### config.mk
export PLATFORM = sky130hd
export DESIGN_NAME = polyline_arc_length_resampler_unit_flat
export DESIGN_NICKNAME = d
export VERILOG_FILES = /design/src/palr_pkg.sv /design/src/palr_point_if.sv /design/src/palr_result_if.sv /design/src/palr_mul.sv /design/src/palr_sqrt.sv /design/src/palr_div.sv /design/src/polyline_arc_length_resampler_unit.sv /design/src/flat_wrapper.sv
export SDC_FILE = /design/constraint.sdc
export NUM_CORES = 2
export LEC_CHECK = 0
export ABC_AREA = 1
export ABC_CLOCK_PERIOD_IN_PS = 8140
export BUFFER_PORTS_ARGS = -buffer_cell sky130_fd_sc_hd__buf_2
export CAP_MARGIN = 20
export CORE_AREA = 2 2 357 359
export CTS_CLUSTER_DIAMETER = 150
export CTS_CLUSTER_SIZE = 12
export DETAILED_ROUTE_END_ITERATION = 7
export DIE_AREA = 0 0 359 361
export PLACE_DENSITY = 0.74
export SYNTH_ARGS = -nofsm -noshare
export SYNTH_HDL_FRONTEND = slang
export SYNTH_SLANG_ARGS = --single-unit
### constraint.sdc
create_clock -name clk -period 8.14 [get_ports clk]
set_input_delay 0.814 -clock clk [delete_from_list [all_inputs] [get_ports clk]]
set_output_delay 0.814 -clock clk [all_outputs]
set_load 0.02 [all_outputs]
### src/palr_pkg.sv
package palr_pkg;

  localparam int COORD_BITS_DEF = 32;
  localparam int FRAC_BITS_DEF  = 4;
  localparam int MAX_KEPT_DEF   = 1024;

  localparam int LEN_BITS     = 32;
  localparam int SAMPLES_BITS = 11;

  localparam logic [LEN_BITS-1:0]     SPACING_RESET      = 32'd1600;
  localparam logic [LEN_BITS-1:0]     MAX_DISTANCE_RESET = 32'd0;
  localparam logic [SAMPLES_BITS-1:0] MAX_SAMPLES_RESET  = 11'd0;

  localparam logic [1:0] REG_SPACING      = 2'd0;
  localparam logic [1:0] REG_MAX_DISTANCE = 2'd1;
  localparam logic [1:0] REG_MAX_SAMPLES  = 2'd2;

  localparam logic KIND_POINT   = 1'b0;
  localparam logic KIND_SUMMARY = 1'b1;

  localparam logic [1:0] REASON_HIT      = 2'd0;
  localparam logic [1:0] REASON_DISTANCE = 2'd1;
  localparam logic [1:0] REASON_TIME     = 2'd2;

  function automatic int imax(int a, int b);
    return (a > b) ? a : b;
  endfunction

endpackage

### src/palr_point_if.sv
interface palr_point_if #(
  parameter int COORD_BITS = palr_pkg::COORD_BITS_DEF
);
  logic                  valid;
  logic                  ready;
  logic [COORD_BITS-1:0] point_x;
  logic [COORD_BITS-1:0] point_y;
  logic [COORD_BITS-1:0] point_z;
  logic                  final_point;
  logic                  path_hit;

  modport source (output valid, point_x, point_y, point_z, final_point, path_hit,
                  input ready);
  modport sink (input valid, point_x, point_y, point_z, final_point, path_hit,
                output ready);
endinterface

### src/palr_result_if.sv
interface palr_result_if #(
  parameter int COORD_BITS = palr_pkg::COORD_BITS_DEF
);
  logic                  valid;
  logic                  ready;
  logic                  item_kind;
  logic [COORD_BITS-1:0] out_x;
  logic [COORD_BITS-1:0] out_y;
  logic [COORD_BITS-1:0] out_z;
  logic [1:0]            end_reason;
  logic                  run_end;

  modport source (output valid, item_kind, out_x, out_y, out_z, end_reason, run_end,
                  input ready);
  modport sink (input valid, item_kind, out_x, out_y, out_z, end_reason, run_end,
                output ready);
endinterface

### src/palr_mul.sv
module palr_mul #(
  parameter int AW = 33,
  parameter int BW = 33,
  parameter int PW = 66
) (
  input  logic          clk,
  input  logic          rst,
  input  logic          start,
  input  logic [AW-1:0] a,
  input  logic [BW-1:0] b,
  input  logic [PW-1:0] acc_in,
  output logic          done,
  output logic [PW-1:0] prod
);
  localparam int CW = $clog2(BW);

  logic [PW-1:0] a_sr;
  logic [BW-1:0] b_sr;
  logic [PW-1:0] acc;
  logic [CW-1:0] cnt;
  logic          busy;

  always_ff @(posedge clk) begin
    if (rst) begin
      busy <= 1'b0;
      done <= 1'b0;
      cnt  <= '0;
    end else begin
      done <= 1'b0;
      if (start) begin
        a_sr <= {{(PW-AW){1'b0}}, a};
        b_sr <= b;
        acc  <= acc_in;
        cnt  <= '0;
        busy <= 1'b1;
      end else if (busy) begin
        if (b_sr[0]) begin
          acc <= acc + a_sr;
        end
        a_sr <= {a_sr[PW-2:0], 1'b0};
        b_sr <= {1'b0, b_sr[BW-1:1]};
        cnt  <= cnt + 1'b1;
        if (cnt == CW'(BW-1)) begin
          busy <= 1'b0;
          done <= 1'b1;
        end
      end
    end
  end

  assign prod = acc;
endmodule

### src/palr_sqrt.sv
module palr_sqrt #(
  parameter int RW = 33
) (
  input  logic            clk,
  input  logic            rst,
  input  logic            start,
  input  logic [2*RW-1:0] n,
  output logic            done,
  output logic [RW-1:0]   root
);
  localparam int CW = $clog2(RW);

  logic [2*RW-1:0] n_sr;
  logic [RW+1:0]   rem;
  logic [CW-1:0]   cnt;
  logic            busy;
  logic [RW+1:0]   rem_shift;
  logic [RW+1:0]   trial;

  assign rem_shift = {rem[RW-1:0], n_sr[2*RW-1:2*RW-2]};
  assign trial     = {root, 2'b01};

  always_ff @(posedge clk) begin
    if (rst) begin
      busy <= 1'b0;
      done <= 1'b0;
      cnt  <= '0;
    end else begin
      done <= 1'b0;
      if (start) begin
        n_sr <= n;
        rem  <= '0;
        root <= '0;
        cnt  <= '0;
        busy <= 1'b1;
      end else if (busy) begin
        if (rem_shift >= trial) begin
          rem  <= rem_shift - trial;
          root <= {root[RW-2:0], 1'b1};
        end else begin
          rem  <= rem_shift;
          root <= {root[RW-2:0], 1'b0};
        end
        n_sr <= {n_sr[2*RW-3:0], 2'b00};
        cnt  <= cnt + 1'b1;
        if (cnt == CW'(RW-1)) begin
          busy <= 1'b0;
          done <= 1'b1;
        end
      end
    end
  end
endmodule

### src/palr_div.sv
module palr_div #(
  parameter int QW = 33,
  parameter int DW = 32
) (
  input  logic             clk,
  input  logic             rst,
  input  logic             start,
  input  logic [QW+DW-1:0] num,
  input  logic [DW-1:0]    den,
  output logic             done,
  output logic [QW-1:0]    quot
);
  localparam int CW = $clog2(QW);

  logic [DW-1:0] r;
  logic [DW-1:0] d;
  logic [CW-1:0] cnt;
  logic          busy;
  logic [DW:0]   r_shift;
  logic          take;

  assign r_shift = {r, quot[QW-1]};
  assign take    = r_shift >= {1'b0, d};

  always_ff @(posedge clk) begin
    if (rst) begin
      busy <= 1'b0;
      done <= 1'b0;
      cnt  <= '0;
    end else begin
      done <= 1'b0;
      if (start) begin
        r    <= num[QW+DW-1:QW];
        quot <= num[QW-1:0];
        d    <= den;
        cnt  <= '0;
        busy <= 1'b1;
      end else if (busy) begin
        if (take) begin
          r <= DW'(r_shift - {1'b0, d});
        end else begin
          r <= r_shift[DW-1:0];
        end
        quot <= {quot[QW-2:0], take};
        cnt  <= cnt + 1'b1;
        if (cnt == CW'(QW-1)) begin
          busy <= 1'b0;
          done <= 1'b1;
        end
      end
    end
  end
endmodule

### src/polyline_arc_length_resampler_unit.sv
// A first point or a point after a cap skips the arithmetic; a point that needs its segment
// length runs the multiplier once per axis and then the square root, and a kept point is
// emitted from S_KEEP_EMIT. A cut at the distance cap adds a multiply and a divide per axis,
// with BW = max(COORD_BITS+1, 32) as the multiplier operand width.
// One point is in work at a time; the bit-serial multiplier and square root set the rate.
// Reset is synchronous and active high; it clears the path state and restores the registers.
module polyline_arc_length_resampler_unit
  import palr_pkg::*;
#(
  parameter int COORD_BITS = COORD_BITS_DEF,
  parameter int FRAC_BITS  = FRAC_BITS_DEF,
  parameter int MAX_KEPT   = MAX_KEPT_DEF
) (
  input  logic         clk,
  input  logic         rst,
  input  logic         psel,
  input  logic         penable,
  input  logic         pwrite,
  input  logic [3:0]   paddr,
  input  logic [31:0]  pwdata,
  output logic [31:0]  prdata,
  output logic         pready,
  palr_point_if.sink   points,
  palr_result_if.source results
);
  localparam int C  = COORD_BITS;
  localparam int RW = C + 1;
  localparam int NW = 2 * RW;
  localparam int BW = imax(C + 1, LEN_BITS);
  localparam int PW = C + 1 + BW;
  localparam int ND = C + 1 + LEN_BITS;
  localparam int LW = imax(RW, LEN_BITS);
  localparam int KW = $clog2(MAX_KEPT + 1);
  localparam int CW = imax(KW, SAMPLES_BITS);

  typedef enum logic [3:0] {
    S_IDLE, S_FIRST, S_SQ_GO, S_SQ_WAIT, S_ROOT_GO, S_ROOT_WAIT, S_DECIDE,
    S_IP_GO, S_IP_WAIT, S_DIV_WAIT, S_CUT_EMIT, S_KEEP_EMIT, S_FINAL,
    S_END_EMIT, S_SUM_EMIT
  } state_t;

  state_t state;

  logic [LEN_BITS-1:0]     sample_spacing;
  logic [LEN_BITS-1:0]     max_distance;
  logic [SAMPLES_BITS-1:0] max_samples;

  logic [C-1:0]  cur [3];
  logic          fin;
  logic          hit;
  logic          started;
  logic          stopped;
  logic          distance_capped;
  logic [C-1:0]  previous_point [3];
  logic [C-1:0]  last_kept_point [3];
  logic [C-1:0]  cut_point [3];
  logic [LEN_BITS-1:0] path_length;
  logic [LEN_BITS-1:0] length_since_kept;
  logic [KW-1:0] kept_count;
  logic [1:0]    axis;
  logic [PW-1:0] sq_acc;
  logic [LEN_BITS-1:0] seg;
  logic [LEN_BITS-1:0] rem;

  logic          out_valid;
  logic          out_kind;
  logic [C-1:0]  out_px [3];
  logic [1:0]    out_reason;
  logic          out_end;

  logic          cfg_write;
  logic [C-1:0]  cur_sel;
  logic [C-1:0]  prev_sel;
  logic [C:0]    diff;
  logic          neg;
  logic [C:0]    mag;
  logic          can_load;
  logic          out_load;
  logic [LW-1:0] root_ext;
  logic [LEN_BITS-1:0] seg_next;
  logic [LEN_BITS:0]   path_sum;
  logic [LEN_BITS:0]   lsk_sum;
  logic [LEN_BITS-1:0] path_next;
  logic [LEN_BITS-1:0] lsk_next;
  logic [LEN_BITS-1:0] spacing_eff;
  logic [LEN_BITS-1:0] one_unit;
  logic          cut_hit;
  logic [KW-1:0] kept_bumped;
  logic          count_cap;
  logic          reached_now;
  logic          reached_bumped;
  logic          same_point;
  logic [C-1:0]  interp;

  logic          mul_start;
  logic [BW-1:0] mul_b;
  logic [PW-1:0] mul_acc_in;
  logic          mul_done;
  logic [PW-1:0] mul_prod;
  logic          sqrt_start;
  logic          sqrt_done;
  logic [RW-1:0] sqrt_root;
  logic          div_start;
  logic          div_done;
  logic [RW-1:0] div_quot;

  assign pready    = 1'b1;
  assign cfg_write = psel && penable && pwrite;

  always_comb begin
    case (paddr[3:2])
      REG_SPACING:      prdata = sample_spacing;
      REG_MAX_DISTANCE: prdata = max_distance;
      REG_MAX_SAMPLES:  prdata = {{(32-SAMPLES_BITS){1'b0}}, max_samples};
      default:          prdata = '0;
    endcase
  end

  always_ff @(posedge clk) begin
    if (rst) begin
      sample_spacing <= SPACING_RESET;
      max_distance   <= MAX_DISTANCE_RESET;
      max_samples    <= MAX_SAMPLES_RESET;
    end else if (cfg_write) begin
      unique case (paddr[3:2])
        REG_SPACING:      sample_spacing <= pwdata;
        REG_MAX_DISTANCE: max_distance   <= pwdata;
        REG_MAX_SAMPLES:  max_samples    <= pwdata[SAMPLES_BITS-1:0];
        default:          ;
      endcase
    end
  end

  always_comb begin
    case (axis)
      2'd0:    begin cur_sel = cur[0]; prev_sel = previous_point[0]; end
      2'd1:    begin cur_sel = cur[1]; prev_sel = previous_point[1]; end
      default: begin cur_sel = cur[2]; prev_sel = previous_point[2]; end
    endcase
  end

  assign diff = {cur_sel[C-1], cur_sel} - {prev_sel[C-1], prev_sel};
  assign neg  = diff[C];
  assign mag  = neg ? (~diff + 1'b1) : diff;

  assign root_ext = LW'(sqrt_root);
  assign seg_next = (root_ext > LW'({LEN_BITS{1'b1}})) ? {LEN_BITS{1'b1}}
                                                       : root_ext[LEN_BITS-1:0];

  assign path_sum  = {1'b0, path_length} + {1'b0, seg};
  assign lsk_sum   = {1'b0, length_since_kept} + {1'b0, seg};
  assign path_next = path_sum[LEN_BITS] ? {LEN_BITS{1'b1}} : path_sum[LEN_BITS-1:0];
  assign lsk_next  = lsk_sum[LEN_BITS] ? {LEN_BITS{1'b1}} : lsk_sum[LEN_BITS-1:0];
  assign one_unit  = LEN_BITS'(1) << FRAC_BITS;
  assign spacing_eff = (sample_spacing < one_unit) ? one_unit : sample_spacing;
  assign cut_hit   = (max_distance != '0) && (path_sum > {1'b0, max_distance}) && (seg != '0);

  assign kept_bumped    = (kept_count < KW'(MAX_KEPT)) ? kept_count + 1'b1 : kept_count;
  assign count_cap      = max_samples != '0;
  assign reached_now    = count_cap && (CW'(kept_count) >= CW'(max_samples));
  assign reached_bumped = count_cap && (CW'(kept_bumped) >= CW'(max_samples));
  assign same_point     = (last_kept_point[0] == cur[0]) && (last_kept_point[1] == cur[1])
                          && (last_kept_point[2] == cur[2]);
  assign interp         = neg ? prev_sel - div_quot[C-1:0] : prev_sel + div_quot[C-1:0];

  assign can_load      = !out_valid || results.ready;
  assign out_load      = can_load &&
                         (state inside {S_FIRST, S_CUT_EMIT, S_KEEP_EMIT, S_END_EMIT,
                                        S_SUM_EMIT});
  assign points.ready  = state == S_IDLE;

  assign mul_start  = (state == S_SQ_GO) || (state == S_IP_GO);
  assign mul_b      = (state == S_SQ_GO) ? BW'(mag) : BW'(rem);
  assign mul_acc_in = (state == S_SQ_GO) ? sq_acc : '0;
  assign sqrt_start = state == S_ROOT_GO;
  assign div_start  = (state == S_IP_WAIT) && mul_done;

  palr_mul #(.AW(C + 1), .BW(BW), .PW(PW)) u_mul (
    .clk(clk), .rst(rst), .start(mul_start), .a(mag), .b(mul_b), .acc_in(mul_acc_in),
    .done(mul_done), .prod(mul_prod)
  );

  palr_sqrt #(.RW(RW)) u_sqrt (
    .clk(clk), .rst(rst), .start(sqrt_start), .n(sq_acc[NW-1:0]), .done(sqrt_done),
    .root(sqrt_root)
  );

  palr_div #(.QW(RW), .DW(LEN_BITS)) u_div (
    .clk(clk), .rst(rst), .start(div_start), .num(mul_prod[ND-1:0]), .den(seg),
    .done(div_done), .quot(div_quot)
  );

  always_ff @(posedge clk) begin
    if (rst) begin
      state             <= S_IDLE;
      started           <= 1'b0;
      stopped           <= 1'b0;
      distance_capped   <= 1'b0;
      path_length       <= '0;
      length_since_kept <= '0;
      kept_count        <= '0;
      axis              <= '0;
      out_valid         <= 1'b0;
      for (int k = 0; k < 3; k++) begin
        previous_point[k]  <= '0;
        last_kept_point[k] <= '0;
      end
    end else begin
      if (out_valid && results.ready && !out_load) begin
        out_valid <= 1'b0;
      end
      unique case (state)
        S_IDLE: begin
          if (points.valid) begin
            cur[0] <= points.point_x;
            cur[1] <= points.point_y;
            cur[2] <= points.point_z;
            fin    <= points.final_point;
            hit    <= points.path_hit;
            axis   <= '0;
            sq_acc <= '0;
            if (!started) begin
              state <= S_FIRST;
            end else if (!stopped) begin
              state <= S_SQ_GO;
            end else begin
              state <= S_FINAL;
            end
          end
        end
        S_FIRST: begin
          if (can_load) begin
            out_valid  <= 1'b1;
            out_kind   <= KIND_POINT;
            out_reason <= REASON_HIT;
            out_end    <= 1'b0;
            for (int k = 0; k < 3; k++) begin
              out_px[k]          <= cur[k];
              previous_point[k]  <= cur[k];
              last_kept_point[k] <= cur[k];
            end
            started           <= 1'b1;
            stopped           <= 1'b0;
            distance_capped   <= 1'b0;
            path_length       <= '0;
            length_since_kept <= '0;
            kept_count        <= KW'(1);
            state             <= S_FINAL;
          end
        end
        S_SQ_GO: begin
          state <= S_SQ_WAIT;
        end
        S_SQ_WAIT: begin
          if (mul_done) begin
            sq_acc <= mul_prod;
            if (axis == 2'd2) begin
              state <= S_ROOT_GO;
            end else begin
              axis  <= axis + 1'b1;
              state <= S_SQ_GO;
            end
          end
        end
        S_ROOT_GO: begin
          state <= S_ROOT_WAIT;
        end
        S_ROOT_WAIT: begin
          if (sqrt_done) begin
            seg   <= seg_next;
            state <= S_DECIDE;
          end
        end
        S_DECIDE: begin
          axis <= '0;
          if (cut_hit) begin
            rem   <= max_distance - path_length;
            state <= S_IP_GO;
          end else begin
            path_length <= path_next;
            for (int k = 0; k < 3; k++) begin
              previous_point[k] <= cur[k];
            end
            if (lsk_next >= spacing_eff) begin
              length_since_kept <= '0;
              state             <= S_KEEP_EMIT;
            end else begin
              length_since_kept <= lsk_next;
              state             <= S_FINAL;
            end
          end
        end
        S_IP_GO: begin
          state <= S_IP_WAIT;
        end
        S_IP_WAIT: begin
          if (mul_done) begin
            state <= S_DIV_WAIT;
          end
        end
        S_DIV_WAIT: begin
          if (div_done) begin
            cut_point[axis] <= interp;
            if (axis == 2'd2) begin
              state <= S_CUT_EMIT;
            end else begin
              axis  <= axis + 1'b1;
              state <= S_IP_GO;
            end
          end
        end
        S_CUT_EMIT: begin
          if (can_load) begin
            out_valid  <= 1'b1;
            out_kind   <= KIND_POINT;
            out_reason <= REASON_HIT;
            out_end    <= 1'b0;
            for (int k = 0; k < 3; k++) begin
              out_px[k]          <= cut_point[k];
              last_kept_point[k] <= cut_point[k];
            end
            kept_count      <= kept_bumped;
            path_length     <= max_distance;
            distance_capped <= 1'b1;
            stopped         <= 1'b1;
            state           <= S_FINAL;
          end
        end
        S_KEEP_EMIT: begin
          if (can_load) begin
            out_valid  <= 1'b1;
            out_kind   <= KIND_POINT;
            out_reason <= REASON_HIT;
            out_end    <= 1'b0;
            for (int k = 0; k < 3; k++) begin
              out_px[k]          <= cur[k];
              last_kept_point[k] <= cur[k];
            end
            kept_count <= kept_bumped;
            if (reached_bumped) begin
              stopped <= 1'b1;
            end
            state <= S_FINAL;
          end
        end
        S_FINAL: begin
          if (!fin) begin
            state <= S_IDLE;
          end else if (!distance_capped && !reached_now && !same_point) begin
            state <= S_END_EMIT;
          end else begin
            state <= S_SUM_EMIT;
          end
        end
        S_END_EMIT: begin
          if (can_load) begin
            out_valid  <= 1'b1;
            out_kind   <= KIND_POINT;
            out_reason <= REASON_HIT;
            out_end    <= 1'b0;
            for (int k = 0; k < 3; k++) begin
              out_px[k]          <= cur[k];
              last_kept_point[k] <= cur[k];
            end
            kept_count <= kept_bumped;
            state      <= S_SUM_EMIT;
          end
        end
        S_SUM_EMIT: begin
          if (can_load) begin
            out_valid <= 1'b1;
            out_kind  <= KIND_SUMMARY;
            out_end   <= 1'b1;
            for (int k = 0; k < 3; k++) begin
              out_px[k] <= '0;
            end
            if (distance_capped) begin
              out_reason <= REASON_DISTANCE;
            end else if (hit) begin
              out_reason <= REASON_HIT;
            end else begin
              out_reason <= REASON_TIME;
            end
            started         <= 1'b0;
            stopped         <= 1'b0;
            distance_capped <= 1'b0;
            state           <= S_IDLE;
          end
        end
        default: state <= S_IDLE;
      endcase
    end
  end

  assign results.valid      = out_valid;
  assign results.item_kind  = out_kind;
  assign results.out_x      = out_px[0];
  assign results.out_y      = out_px[1];
  assign results.out_z      = out_px[2];
  assign results.end_reason = out_reason;
  assign results.run_end    = out_end;
endmodule

### src/flat_wrapper.sv
// flat-port wrapper written by rule: the top's interface ports become plain ports
module polyline_arc_length_resampler_unit_flat import palr_pkg::*;
#(
  parameter int COORD_BITS = COORD_BITS_DEF,
  parameter int FRAC_BITS  = FRAC_BITS_DEF,
  parameter int MAX_KEPT   = MAX_KEPT_DEF
)
  (clk, rst, psel, penable, pwrite, paddr, pwdata, prdata, pready, points_valid, points_point_x, points_point_y, points_point_z, points_final_point, points_path_hit, points_ready, results_valid, results_item_kind, results_out_x, results_out_y, results_out_z, results_end_reason, results_run_end, results_ready);
  palr_point_if #(.COORD_BITS(COORD_BITS)) points_i ();
  palr_result_if #(.COORD_BITS(COORD_BITS)) results_i ();
  input  logic clk;
  input  logic rst;
  input  logic psel;
  input  logic penable;
  input  logic pwrite;
  input  logic [3:0] paddr;
  input  logic [31:0] pwdata;
  output logic [31:0] prdata;
  output logic pready;
  input wire logic [$bits(points_i.valid)-1:0] points_valid;
  input wire logic [$bits(points_i.point_x)-1:0] points_point_x;
  input wire logic [$bits(points_i.point_y)-1:0] points_point_y;
  input wire logic [$bits(points_i.point_z)-1:0] points_point_z;
  input wire logic [$bits(points_i.final_point)-1:0] points_final_point;
  input wire logic [$bits(points_i.path_hit)-1:0] points_path_hit;
  output wire logic [$bits(points_i.ready)-1:0] points_ready;
  output wire logic [$bits(results_i.valid)-1:0] results_valid;
  output wire logic [$bits(results_i.item_kind)-1:0] results_item_kind;
  output wire logic [$bits(results_i.out_x)-1:0] results_out_x;
  output wire logic [$bits(results_i.out_y)-1:0] results_out_y;
  output wire logic [$bits(results_i.out_z)-1:0] results_out_z;
  output wire logic [$bits(results_i.end_reason)-1:0] results_end_reason;
  output wire logic [$bits(results_i.run_end)-1:0] results_run_end;
  input wire logic [$bits(results_i.ready)-1:0] results_ready;
  assign points_i.valid = points_valid;
  assign points_i.point_x = points_point_x;
  assign points_i.point_y = points_point_y;
  assign points_i.point_z = points_point_z;
  assign points_i.final_point = points_final_point;
  assign points_i.path_hit = points_path_hit;
  assign points_ready = points_i.ready;
  assign results_valid = results_i.valid;
  assign results_item_kind = results_i.item_kind;
  assign results_out_x = results_i.out_x;
  assign results_out_y = results_i.out_y;
  assign results_out_z = results_i.out_z;
  assign results_end_reason = results_i.end_reason;
  assign results_run_end = results_i.run_end;
  assign results_i.ready = results_ready;
  polyline_arc_length_resampler_unit #(.COORD_BITS(COORD_BITS), .FRAC_BITS(FRAC_BITS), .MAX_KEPT(MAX_KEPT)) u_core (.clk(clk), .rst(rst), .psel(psel), .penable(penable), .pwrite(pwrite), .paddr(paddr), .pwdata(pwdata), .prdata(prdata), .pready(pready), .points(points_i), .results(results_i));
endmodule
==> summary.txt <==
Place
  – Final Wtd Congestion: 0.991
  – IO Port Bufs: 272
  – Placed cells: 10238
  – Post-detail-place hpwl: 175 mm

Worst setup path
  – Required @ worst endpoint: slightly below 9 ns
  – Most frequent CP cell: nand2_1
  – Worst Setup End Kind: register
  – Worst r2r path cells: 31
  – CP Launch Type: register
  – Crit path max fanout: 23
  – Slowest CP cell: a21boi_0
  – Max incr delay on CP: between 0.7 and 0.8 ns
  – Kind of critical path: register to register
  – Arr. time, crit path: roughly 8.0 ns

Yosys
  – Synth area leader: edfxtp_1
  – Syn avg cell area: 8.36 µm²
  – Seq/Total Area, Yosys: 0.478
  – Synth Flop Type: edfxtp_1
  – Synthesized Nets: 9043
  – Distinct cells, synth: 66
  – Yosys reg bits: 1193
  – Post-synth ARST share: 0
  – Number of flops mapped to enable cells by yosys: 1009
  – Syn Std Cell Area: 71100 µm²
  – Share of the synthesized area in the top cell type: 0.426
  – Yosys warnings: 0
  – Post-Synthesis Cells: 8507
  – Top cells by area, synth: edfxtp_1 (43%), nand2_1 (8.6%), ha_1 (6.8%)

Timing
  – Final hold vios: 0
  – Final Cycle Share: 0.911
  – Slew headroom: 0.204
  – Final period demand of the worst path: 7.42 ns
  – Fmax: 135 MHz
  – Slew at the pin closest to its max-slew limit: 1.19 ns
  – RSZ-0062 raised after global routing: no
  – Pins Over Slew Limit: 0
  – Final setup viols: 0
  – Hold_ws: 0.198 ns
  – Fin Setup TNS: 0 ns
  – Layout Skew: between 0.05 and 0.06 ns

Drt
  – Met2 wire length: 106 mm
  – DR WL/cell: 22.2 µm
  – Remaining DRCs: 0
  – DR vias: about 62000
  – Via/cell ratio: 5.92
  – Highest metal used: met5
  – DRT Wirelength: 231 mm
  – Wl on met1: 92.0 mm
  – Iter 0 DRT Violations: 7108
  – Met3 WL: 18.4 mm
  – ANT nets after route: 0
  – Router iterations before antenna repair: 6

GRT
  – Initial antenna violation count: 6
  – First-pass GRT wire length: 347 mm
  – Largest net degree at the start of global routing: 107
  – Vias in the first global route: 58453
  – Total Routing Usage GR: 0.349
  – Grt ovf: 0

Clocking
  – Clock transition at path regs: 0.07 ns
  – CTS tree: yes
  – Clock tree buffer depth: 3
  – H-Tree Depth: 3
  – Post-CTS Setup Inserts: 0
  – Post-CTS Resized: 0
  – Num CTS Buffers: 109
  – Worst-Skew Late Latency: 0.79 ns
  – TritonCTS Sinks: 1193
  – Root buffer cell: clkbuf_16
  – CTS Hold Bufs: 0

Die
  – Die extent in x: 359 µm
  – Core area: 125000 µm²
  – Initial core utilization: 0.567
  – IO Pins: 276
  – Die Span Y: ~360 µm
  – Die Area: 130000 µm²
  – Std-Cell Rows: 130

Cells and area
  – Final Instance Count excl. Fillers: 10395
  – Register area: roughly 34000 µm²
  – Area grow syn2layout: 8.62%
  – Share of cells above drive strength 1: 0.0675
  – Final Net Count: approximately 9200
  – Fillers: about 11000
  – Multi-input logic area: 31500 µm²

Job
  – Max-Cap Viols: 0

Power
  – Pwr dens: between 400 and 500 nW/µm²
  – Maximum VDD drop: between 0.4 and 0.5 mV
  – Static leakage: 33.2 nW

Hold path
  – Hold path depth: 1
  – Hold WC Path Type: primary input to register

Run status
  – Status: finished clean
worst paths after layout:
kind	start	endpoint	slack (ns)
worst max-delay path	u_core.axis[1]	u_core.cut_point[2][23]	0.72
worst min-delay path	points_point_x[4]	u_core.cur[0][4]	0.20
worst max register to register	u_core.axis[1]	u_core.cut_point[2][23]	0.72
worst min register to register	u_core.u_sqrt.cnt[5]	u_core.u_sqrt.cnt[5]	0.46
layout make-up:
class,instances,share of cell area
multi-input combinational,5812,0.408
timing repair buffer,337,0.0250
clock inverter,7,0.00201
sequential,1193,0.440
inverter,1248,0.0607
tap,1650,0.0267
antenna,3,0.0000972
clock buffer,145,0.0371
report_power, final:
part	switching [mW]	leakage [nW]	internal [mW]
clock	2.35	1.45	2.44
combinational	11.9	20.8	4.84
sequential	0.471	11.0	8.95
layer usage:
| layer | track usage | vias to the layer above |
|---|---|---|
| li1 | - | 28967 |
| met1 | 0.452 | 29073 |
| met2 | 0.567 | 2853 |
| met3 | 0.0498 | 627 |
| met4 | 0.194 | 8 |
| met5 | 0 | - |
cell usage in the layout (no fill, tap or decap), drive strengths merged, types with 11 or more instances in the layout:
| cell | count |
|---|---|
| nor4 | 52 |
| o221ai | 45 |
| inv | 1243 |
| nand2 | 1648 |
| clkbuf | 145 |
| a21o | 34 |
| nor3 | 77 |
| edfxtp | 1009 |
| a22o | 32 |
| o21ai | 670 |
| a211oi | 11 |
| nand3 | 303 |
| o21bai | 25 |
| clkinv | 12 |
| ha | 388 |
| or2 | 25 |
| o22ai | 53 |
| o211ai | 30 |
| a21oi | 649 |
| nand4 | 92 |
| o21a | 22 |
| nor2 | 1120 |
| o31ai | 12 |
| a31oi | 131 |
| xor2 | 141 |
| a21boi | 18 |
| buf | 337 |
| xnor2 | 159 |
| nand3b | 15 |
| dfxtp | 184 |
cells by family after synthesis:
kind of cell / synth area share
AOI/OAI and AO/OA: 0.139
xor gates and xnor gates: 0.0374
adders and majority gates: 0.0703
buffers and inverters: 0.0812
DFF: 0.478
other: 0.0000528
and+or+nand+nor: 0.194
per-stage QoR:
stage / instance area [µm²] / utilization / power, mW / worst slack [ns]
after detailed placement: 74100 / 0.591 / 25.8 / 0.994
after global placement: 74100 / 0.591 / 25.6 / 1.14
after floorplan: 71100 / - / 20.9 / 1.51
final: 77200 / 0.616 / 31.0 / 0.724
after global routing: 77200 / 0.616 / 32.9 / 0.234
after CTS: 77200 / 0.615 / 30.7 / 0.973
sequential cells by signal (all words and copies together) (netlist names), 11 cells and up:
signal,flops
u_core.path_length,32
u_core.u_div.r,32
u_core.cut_point,96
u_core.max_samples,11
u_core.u_div.quot,33
u_core.out_px,96
u_core.last_kept_point,96
u_core.seg,32
u_core.u_mul.a_sr,66
u_core.u_sqrt.root,33
u_core.cur,96
u_core.rem,32
u_core.sq_acc,66
u_core.max_distance,32
u_core.sample_spacing,32
u_core.length_since_kept,32
u_core.u_sqrt.rem,33
u_core.u_mul.b_sr,33
u_core.u_sqrt.n_sr,66
u_core.u_div.d,32
u_core.kept_count,11
u_core.u_mul.prod,66
u_core.previous_point,96
critical path: cells and delay by family, from the launching register on:
| family | cells | cell delay (ns) |
|---|---|---|
| AO/OA/AOI/OAI | 10 | 2.69 |
| adder cells (fa/ha/maj) | 4 | 1.01 |
| flip-flops | 1 | 0.33 |
| XOR/XNOR | 3 | 0.81 |
| AND/OR/NAND/NOR | 10 | 1.21 |
| buffers and inverters | 4 | 1.13 |
Yosys cell counts, types with 10 or more instances:
library cell / instances
a21oi_1: 648
nand3b_1: 15
o21a_1: 22
ha_1: 388
a21boi_0: 18
o211ai_1: 30
nand3_1: 296
a31oi_1: 131
a22o_1: 32
o21ai_0: 659
nor3_1: 74
nand4_1: 91
dfxtp_1: 184
or2_2: 25
o22ai_1: 53
inv_1: 1231
nor2_1: 1085
nor4_1: 51
buf_2: 40
xnor2_1: 158
nor2_2: 32
a211oi_1: 11
edfxtp_1: 1009
nand2_1: 1638
o21ai_1: 10
clkbuf_1: 177
o221ai_1: 45
o21bai_1: 25
buf_1: 23
a21o_1: 34
o31ai_1: 12
xor2_1: 139
Note: power is estimated with default switching activity, not from simulation.
